==> src/hdl/assert_macros.svh <==
// assertion helpers, clock clk and reset arst_n taken from the including scope
`ifndef ASSERT_MACROS_SVH
`define ASSERT_MACROS_SVH

// same-cycle implication
`define ASSERT_IMPL(label, ante, cons) \
	label: assert property (@(posedge clk) disable iff (!arst_n) (ante) |-> (cons)) \
		else $error("assertion failed");

// next-cycle implication
`define ASSERT_NEXT(label, ante, cons) \
	label: assert property (@(posedge clk) disable iff (!arst_n) (ante) |=> (cons)) \
		else $error("assertion failed");

`endif

==> src/hdl/ewci_pkg.sv <==
package ewci_pkg;

	localparam int WINDOWS  = 4;
	localparam int CHANNELS = 256;

	localparam int TIME_W   = 32;
	localparam int CHARGE_W = 24;
	localparam int SUM_W    = 40;
	localparam int LANE_W   = 16;
	localparam int CNT_W    = 3;
	localparam int WIDX_W   = 2;
	localparam int ALU_W    = 34;
	localparam int OFS_W    = 33;

	localparam logic [1:0] CMD_BEGIN  = 2'd0;
	localparam logic [1:0] CMD_PULSE  = 2'd1;
	localparam logic [1:0] CMD_FINISH = 2'd2;

	localparam logic [2:0] REG_WINDOW_COUNT  = 3'd0;
	localparam logic [2:0] REG_WINDOW_LIMITS = 3'd1;
	localparam logic [2:0] REG_CHAN_MASK_0   = 3'd2;
	localparam logic [2:0] REG_CHAN_MASK_3   = 3'd5;

	localparam logic [CNT_W-1:0] WIN_MAX = CNT_W'(WINDOWS);

	typedef struct packed {
		logic [1:0]                 cmd;
		logic signed [TIME_W-1:0]   event_start;
		logic signed [TIME_W-1:0]   event_end;
		logic signed [TIME_W-1:0]   pulse_time;
		logic [CHARGE_W-1:0]        pulse_charge;
		logic [7:0]                 channel;
	} item_t;

	typedef struct packed {
		logic [WIDX_W-1:0] window_index;
		logic [SUM_W-1:0]  charge_total;
		logic              last_total;
	} result_t;

	typedef struct packed {
		logic [CNT_W-1:0]  n_win;
		logic [LANE_W-1:0] lane;
		logic              chan_en;
	} cfg_view_t;

endpackage

==> src/hdl/ewci_cfg.sv <==
module ewci_cfg
	import ewci_pkg::*;
(
	input  logic              clk,
	input  logic              arst_n,
	input  logic              cfg_we,
	input  logic [2:0]        cfg_idx,
	input  logic [63:0]       cfg_data,
	input  logic [7:0]        channel,
	input  logic [WIDX_W-1:0] lane_sel,
	output cfg_view_t         view
);

	logic [CNT_W-1:0] win_count_q;
	logic [63:0]      limits_q;
	logic [63:0]      mask_q [4];
	logic [1:0]       mask_sel;

	assign mask_sel = 2'(cfg_idx - REG_CHAN_MASK_0);

	always_ff @(posedge clk or negedge arst_n) begin
		if (!arst_n) begin
			win_count_q <= CNT_W'(1);
			limits_q    <= 64'd1440;
			for (int i = 0; i < 4; i++) begin
				mask_q[i] <= '1;
			end
		end else if (cfg_we) begin
			if (cfg_idx == REG_WINDOW_COUNT) begin
				win_count_q <= cfg_data[CNT_W-1:0];
			end else if (cfg_idx == REG_WINDOW_LIMITS) begin
				limits_q <= cfg_data;
			end else if (cfg_idx inside {[REG_CHAN_MASK_0:REG_CHAN_MASK_3]}) begin
				mask_q[mask_sel] <= cfg_data;
			end
		end
	end

	always_comb begin
		if (win_count_q == '0) begin
			view.n_win = CNT_W'(1);
		end else if (win_count_q > WIN_MAX) begin
			view.n_win = WIN_MAX;
		end else begin
			view.n_win = win_count_q;
		end
		view.lane    = limits_q[LANE_W*lane_sel +: LANE_W];
		view.chan_en = ({1'b0, channel} < 9'(CHANNELS)) && mask_q[channel[7:6]][channel[5:0]];
	end

endmodule

==> src/hdl/event_window_charge_integrator.sv <==
// sequence: begin is taken in idle; pulse runs accept, start check, end check, one window
//   step per limit crossed plus one, charge add; finish runs accept, one fill step per open
//   window, hand-over, then one total per cycle while result_ready is high
// throughput: one word at a time, limited by the shared 34-bit compare unit and window walk
// reset: arst_n asynchronous active low; registers take their listed reset values, sums,
//   times and window totals clear, no result pending
module event_window_charge_integrator
	import ewci_pkg::*;
(
	input  logic        clk,
	input  logic        arst_n,
	input  logic        cfg_we,
	input  logic [2:0]  cfg_idx,
	input  logic [63:0] cfg_data,
	input  logic        item_valid,
	output logic        item_ready,
	input  item_t       item,
	output logic        result_valid,
	input  logic        result_ready,
	output result_t     result
);

	`include "assert_macros.svh"

	typedef enum logic [6:0] {
		ST_IDLE  = 7'b0000001,
		ST_START = 7'b0000010,
		ST_END   = 7'b0000100,
		ST_WIN   = 7'b0001000,
		ST_ADD   = 7'b0010000,
		ST_FILL  = 7'b0100000,
		ST_EMIT  = 7'b1000000
	} state_t;

	state_t                   state_q;
	item_t                    item_q;
	logic signed [TIME_W-1:0] start_q;
	logic signed [TIME_W-1:0] end_q;
	logic [SUM_W-1:0]         sum_q;
	logic [CNT_W-1:0]         pos_q;
	logic                     stopped_q;
	logic [SUM_W-1:0]         totals_q [WINDOWS];
	logic [OFS_W-1:0]         offset_q;
	logic [CNT_W-1:0]         k_q;
	logic                     res_valid_q;
	result_t                  res_q;

	cfg_view_t                view;
	logic [WIDX_W-1:0]        lane_sel;
	logic signed [ALU_W-1:0]  op_a;
	logic signed [ALU_W-1:0]  op_b;
	logic signed [ALU_W-1:0]  diff;
	logic                     neg;
	logic [SUM_W:0]           sum_next;
	logic                     emit_load;
	logic                     emit_last;

	assign lane_sel = pos_q[WIDX_W-1:0];

	ewci_cfg u_cfg (
		.clk      (clk),
		.arst_n   (arst_n),
		.cfg_we   (cfg_we),
		.cfg_idx  (cfg_idx),
		.cfg_data (cfg_data),
		.channel  (item_q.channel),
		.lane_sel (lane_sel),
		.view     (view)
	);

	// shared compare unit
	always_comb begin
		case (state_q)
			ST_START: begin
				op_a = ALU_W'(item_q.pulse_time);
				op_b = ALU_W'(start_q);
			end
			ST_END: begin
				op_a = ALU_W'(end_q);
				op_b = ALU_W'(item_q.pulse_time);
			end
			ST_WIN: begin
				op_a = {{(ALU_W-LANE_W){1'b0}}, view.lane};
				op_b = {1'b0, offset_q};
			end
			default: begin
				op_a = '0;
				op_b = '0;
			end
		endcase
	end

	assign diff = op_a - op_b;
	assign neg  = diff[ALU_W-1];

	assign sum_next  = {1'b0, sum_q} + {{(SUM_W+1-CHARGE_W){1'b0}}, item_q.pulse_charge};
	assign emit_load = (state_q == ST_EMIT) && (!res_valid_q || result_ready);
	assign emit_last = (k_q + CNT_W'(1)) == view.n_win;

	assign item_ready   = (state_q == ST_IDLE);
	assign result_valid = res_valid_q;
	assign result       = res_q;

	always_ff @(posedge clk or negedge arst_n) begin
		if (!arst_n) begin
			state_q   <= ST_IDLE;
			start_q   <= '0;
			end_q     <= '0;
			sum_q     <= '0;
			pos_q     <= '0;
			stopped_q <= 1'b0;
			k_q       <= '0;
			for (int i = 0; i < WINDOWS; i++) begin
				totals_q[i] <= '0;
			end
		end else begin
			case (state_q)
				ST_IDLE: begin
					if (item_valid) begin
						case (item.cmd)
							CMD_BEGIN: begin
								start_q   <= item.event_start;
								end_q     <= item.event_end;
								sum_q     <= '0;
								pos_q     <= '0;
								stopped_q <= 1'b0;
								for (int i = 0; i < WINDOWS; i++) begin
									totals_q[i] <= '0;
								end
							end
							CMD_PULSE:  state_q <= ST_START;
							CMD_FINISH: state_q <= ST_FILL;
							default:    state_q <= ST_IDLE;
						endcase
					end
				end
				ST_START: begin
					if (stopped_q || !view.chan_en || neg) begin
						state_q <= ST_IDLE;
					end else begin
						state_q <= ST_END;
					end
				end
				ST_END: begin
					if (neg) begin
						stopped_q <= 1'b1;
						state_q   <= ST_IDLE;
					end else begin
						state_q <= ST_WIN;
					end
				end
				ST_WIN: begin
					if (pos_q < view.n_win && neg) begin
						totals_q[lane_sel] <= sum_q;
						pos_q              <= pos_q + CNT_W'(1);
					end else if (pos_q >= view.n_win) begin
						stopped_q <= 1'b1;
						state_q   <= ST_IDLE;
					end else begin
						state_q <= ST_ADD;
					end
				end
				ST_ADD: begin
					sum_q   <= sum_next[SUM_W] ? '1 : sum_next[SUM_W-1:0];
					state_q <= ST_IDLE;
				end
				ST_FILL: begin
					if (pos_q < view.n_win) begin
						totals_q[lane_sel] <= sum_q;
						pos_q              <= pos_q + CNT_W'(1);
					end else begin
						stopped_q <= 1'b1;
						k_q       <= '0;
						state_q   <= ST_EMIT;
					end
				end
				ST_EMIT: begin
					if (emit_load) begin
						k_q <= k_q + CNT_W'(1);
						if (emit_last) begin
							state_q <= ST_IDLE;
						end
					end
				end
				default: state_q <= ST_IDLE;
			endcase
		end
	end

	// captured word, offset of the pulse from the start kept for the window walk, and result word
	always_ff @(posedge clk) begin
		if (state_q == ST_IDLE && item_valid) begin
			item_q <= item;
		end
		if (state_q == ST_START) begin
			offset_q <= diff[OFS_W-1:0];
		end
		if (emit_load) begin
			res_q.window_index <= k_q[WIDX_W-1:0];
			res_q.charge_total <= totals_q[k_q[WIDX_W-1:0]];
			res_q.last_total   <= emit_last;
		end
	end

	always_ff @(posedge clk or negedge arst_n) begin
		if (!arst_n) begin
			res_valid_q <= 1'b0;
		end else if (emit_load) begin
			res_valid_q <= 1'b1;
		end else if (result_ready) begin
			res_valid_q <= 1'b0;
		end
	end

	`ASSERT_IMPL(a_pos_bounded, 1'b1, pos_q <= WIN_MAX)
	`ASSERT_NEXT(a_last_ends_emit, emit_load && emit_last, state_q == ST_IDLE)
	`ASSERT_NEXT(a_sum_grows, state_q == ST_ADD, sum_q >= $past(sum_q))
	`ASSERT_IMPL(a_stop_from_work, $rose(stopped_q), $past(state_q) != ST_IDLE)

endmodule

==> config.mk <==
export PLATFORM = sky130hd
export DESIGN_NAME = event_window_charge_integrator
export DESIGN_NICKNAME = d
export VERILOG_FILES = /design/src/hdl/ewci_pkg.sv /design/src/hdl/ewci_cfg.sv /design/src/hdl/event_window_charge_integrator.sv
export VERILOG_INCLUDE_DIRS = /design/src /design/src/hdl
export SDC_FILE = /design/constraint.sdc
export NUM_CORES = 1
export LEC_CHECK = 0
export BUFFER_PORTS_ARGS = -buffer_cell sky130_fd_sc_hd__buf_2
export CAP_MARGIN = 20
export CORE_MARGIN = 2
export CORE_UTILIZATION = 57
export CTS_BUF_LIST = sky130_fd_sc_hd__clkbuf_2
export DETAILED_ROUTE_END_ITERATION = 12
export GPL_TIMING_DRIVEN = 1
export PLACE_DENSITY = 0.78
export SYNTH_ARGS = -nofsm -noshare
export SYNTH_HDL_FRONTEND = slang
export SYNTH_SLANG_ARGS = --single-unit
==> constraint.sdc <==
create_clock -name clk -period 5 [get_ports clk]
set_clock_uncertainty 0.15 [all_clocks]
set_input_delay 0.25 -clock clk [delete_from_list [all_inputs] [get_ports clk]]
set_output_delay 0.25 -clock clk [all_outputs]
set_load 0.02 [all_outputs]
==> out/metrics.sh <==
PWR_DENSITY_CELL_mW_PER_MM2=394.8
GRT.MET2_USAGE_PCT=60.33
SYNTH_ADDER_AREA_SHARE_PCT=2.576
YOSYS_WARNINGS=0
YS_SEQ_ELEMENTS=742
IOS=247
CRIT_REQUIRED_PS=6110
STATIC-LEAKAGE-POWER_uW=0.01962
SYNTHMUXAREASHARE_PCT=18.85
SHARE_OF_THE_SYNTHESIZED_AREA_IN_COMPOUND_GATES_AO_OA_AOI_OAI_PCT=11.42
VIOLATIONS='negative setup slack'
CTS.HTREE.LEVELS=4
NUMCTSBUFFERS=185
R2R-START='state_q[5]'
VIA_PER_INST=6.419
POSTLAYOUTSETUPSLACKWORST_PS=-13.76
GRT_MAX_DEGREE=137
SYNTH_EDF_COUNT=140
CRITICAL_PATH.STARTPOINT='state_q[5]'
FINALWIRELENGTH_MM=118.7
DP_HPWL_MM=57.23
FRACTION_OF_FINAL_LAYOUT_CELLS_SIZED_BEYOND_DRIVE_STRENGTH_1_PCT=36.98
DIE_AREA_MM2=0.06267
GLOBAL_ROUTE_WIRE_LENGTH_BEFORE_REPAIR_MM=178.7
ENDPOINT_KIND='flip-flop'
TIGHTEST_SLEW_PS=1131
DETAILEDROUTE.FIRSTITERATIONVIOLATIONS=3172
GROUTE.LAYER.MET1.USAGE_PCT=43.97
SYNTHCELLS=2575
POST-ROUTE-PERIOD-UTIL_PCT=100.3
SETUP_CRIT_END='totals_q[21]'
CELL_WITH_THE_LARGEST_STAGE_DELAY_ON_THE_WORST_PATH='dfrtp_1'
TRITONCTS_NUM_SINKS=742
DOMINANT_COMBINATIONAL_CELL_FAMILY_BY_AREA_AFTER_SYNTHESIS='multiplexers'
DPL-INSTANCE-AREA_MM2=0.03676
REGTOREGENDPOINT='totals_q[21]'
DP.CELLS=3491
CRITICAL_PATH.MAX_FANOUT=40
CLOCK_PATH_BUFFERS=3
MAX_CLOCK_FREQ_GHz=0.1995
YOSYSTOPAREACELLSHARE_PCT=24.60
HOLD_PATH.CLASS='in -> reg'
CRIT_ARRIVAL_PS=6120
GR-MAX-USAGE-LAYER='met2'
WORST-SETUP-PATH-TYPE='reg -> reg'
SYNTH_MOST_COMMON_CELL='dfrtp_1'
CRIT_PATH_MAX_INCR_DELAY_PS=520
DIE-WIDTH_UM=250.3
DR_TOTAL_VIAS=29030
REPORT.FINAL.SETUP_VIOL=15
SEQUENTIAL_TO_TOTAL_AREA_SHARE_FROM_YOSYS_STAT_PCT=56.66
NETLIST_TOP_CELLS_COUNT='340 x dfrtp_1, 337 x mux2_2, 294 x nand2_1, 262 x dfstp_2, 207 x a22o_1'
FP-ROW-COUNT=90
MET3_USAGE_PCT=11.05
VIAS_IN_THE_FIRST_GLOBAL_ROUTE=30700
GRT.TOTAL_USAGE_PCT=37.72
HOLD_VIOL=0
ANTENNA_FOUND_INITIAL=20
FINAL-INSTANCE-COUNT-EXCL-FILL=4522
NUM-FILL-CELLS=3389
INITIAL_UTILIZATION_PCT=57.52
CLOCK_LATENCY_PS=1500
PRE_CTS_SLACK_PS=-151.0
WORST_REG_TO_REG_CELLS=18
CTS.REPORTEDPATHS.CLKPINSLEW_PS=130
SYN_NETS=2847
POST_SYNTHESIS_XOR_XNOR_AREA_FRACTION_PCT=1.266
STATUS='complete, but fails checks'
AREA.GROWTH.SYNTH_TO_FINAL_PCT=31.44
ROUTABILITYCONGESTION=0.8933
POST_ROUTE_MINIMUM_PERIOD_PS=5014
GLOBAL_ROUTE.OVERFLOW_TOTAL=0
CTS_ROOT_BUFFER='clkbuf_2'
SYNTH.AVG_CELL_AREA_UM2=13.43
DIEHEIGHT_UM=250.3
SYNTHSIMPLEGATEAREAFRAC_PCT=6.743
YOSYSTOPAREACELL='dfrtp_1'
NETLIST_TOP_CELLS_AREA='dfrtp_1 25%, dfstp_2 20%, edfxtp_1 12%, mux2_2 11%, mux4_2 7.4%'
YS_ASYNC_SR_FRACTION_PCT=81.13
DRTANTENNAVIOLNETS=0
NETS=3843
SYNTHDISTINCTLIBCELLS=83
WORSTSETUPSTARTPOINTTYPE='flip-flop'
DRT-WIRELENGTH-PER-CELL_UM=26.25
MAX_SLEW_MARGIN_PCT=24.60
FP.COREAREA_MM2=0.06013
PORT-BUFFER-COUNT=246
TIMING.MAX_CAP.VIOLATIONS=0
DRC=0
FINAL.SETUP.TNS_PS=-82.39
DRT_PASS1_ITERATIONS=7
MAXSLEWVIOLCOUNT=0
DOMINANTREGCELLSYNTH='dfrtp_1'
TRITONCTS='done'
NETLIST_AREA_MM2=0.03459
POWER.IR.VDD_WORST_uV=262.4
DESIGN_AREA_MM2=0.04546
PATH_CELLS='nor4_4 -> nand4bb_4 -> bufinv_8 -> buf_4 -> buf_4 -> a22o_1 -> a21oi_1 -> ha_1 -> o21ai_0 -> nor2_1 -> nor3_1 -> o21a_1 -> o211a_1 -> a31oi_2 -> a21oi_4 -> and2_1 -> buf_12 -> a22o_1'
REG2REG_SETUP_SLACK_PS=-10
## worst max-delay path, delay by kind of cell (launching register included)
kind | cells | cell delay (ps)
buffers and inverters | 4 | 950
flip-flops | 1 | 520
AND/OR/NAND/NOR | 5 | 1140
adder cells (fa/ha/maj) | 1 | 430
AO/OA/AOI/OAI | 8 | 1640
## layout make-up
cell class | instances | area [um^2] | share of cell area, %
timing repair inverter | 1 | 5.005 | 0.01101
antenna | 14 | 35.03 | 0.07707
clock inverter | 51 | 286.5 | 0.6303
clock buffer | 291 | 1456 | 3.204
sequential | 742 | 19600 | 43.11
multi-input combinational | 1635 | 14280 | 31.41
tap | 782 | 978.4 | 2.152
timing repair buffer | 974 | 8688 | 19.11
inverter | 32 | 133.9 | 0.2945
## worst min-delay path by stage
stage	start	to	slack, ps	depth (start not counted)
2_1_floorplan	arst_n	end_q[0]	-200	0
3_3_place_gp	arst_n	totals_q[37]	150	1
3_5_place_dp	arst_n	totals_q[37]	160	1
4_1_cts	cfg_data[29]	u_cfg.limits_q[29]	1	4
5_1_grt	cfg_data[57]	u_cfg.limits_q[57]	100	4
6_report	cfg_data[23]	u_cfg.limits_q[23]	150	4
## logic make-up after synthesis
| family | Yosys count |
|---|---|
| AND/OR/NAND/NOR | 515 |
| flip-flops | 742 |
| adder cells (fa/ha/maj) | 70 |
| multiplexers | 465 |
| buffers and inverters | 199 |
| AO/OA/AOI/OAI | 534 |
| XOR/XNOR | 50 |
## flip-flops by register name, indices dropped and copies added, names as in the netlist, 33 cells and up
register / flops
u_cfg.mask_q: 256
totals_q: 160
item_q: 64
u_cfg.limits_q: 64
result: 43
sum_q: 40
offset_q: 33
## per-layer routing
layer  vias to the layer above  wire, um
li1                      11800         -
met1                     14360     41330
met2                      2134     57240
met3                       717     10960
met4                        17      9015
met5                         -       135
## cells in the final DEF, fill, tap and decap left out, types with 13 or more instances in the layout
cell and n:
nor2b_1 16, dfrtp_1 338, mux4_2 114, a22oi_1 30, a22o_1 207, nand2b_1 14, a21oi_1 114, mux2i_1 13
a31oi_1 18, ha_1 68, o21ai_0 46, a21o_1 16, nor3_1 21, buf_2 245, clkbuf_2 291, nand3_1 33
diode_2 14, o21a_1 15, nand2_1 294, buf_4 40, dlygate4sd3_1 663, inv_1 31, buf_12 20, xnor2_1 35
mux2_2 337, dfstp_2 262, nor2_1 59, xor2_1 15, edfxtp_1 140, clkinv_1 34
## where the power goes
part	total (uW)	internal, uW	leakage [uW]	switching, uW
Sequential	8480	7600	0.00851	885
Combinational	5020	2520	0.00975	2500
Clock	4450	1660	0.00135	2780
## metrics by stage
stage                     total power, uW  hold WS (ps)  util (%)
after floorplan                     10780        -195.6         -
after global placement              11950         147.5     61.13
after detailed placement            12130         161.8     61.13
after CTS                           17130         1.298     75.19
after global routing                18580         101.5     75.58
final                               17950         145.2     75.60
## timing repair
item                                   4_1_cts  5_1_grt
hold buffers                               666        0
pin swaps                                    0        4
setup buffers                                0        3
gates resized for setup                      1       25
endpoints found under the hold margin     1373        0
setup endpoints to repair                  145      170
gates cloned                                 0        5
(Power assumes the default switching activity.)
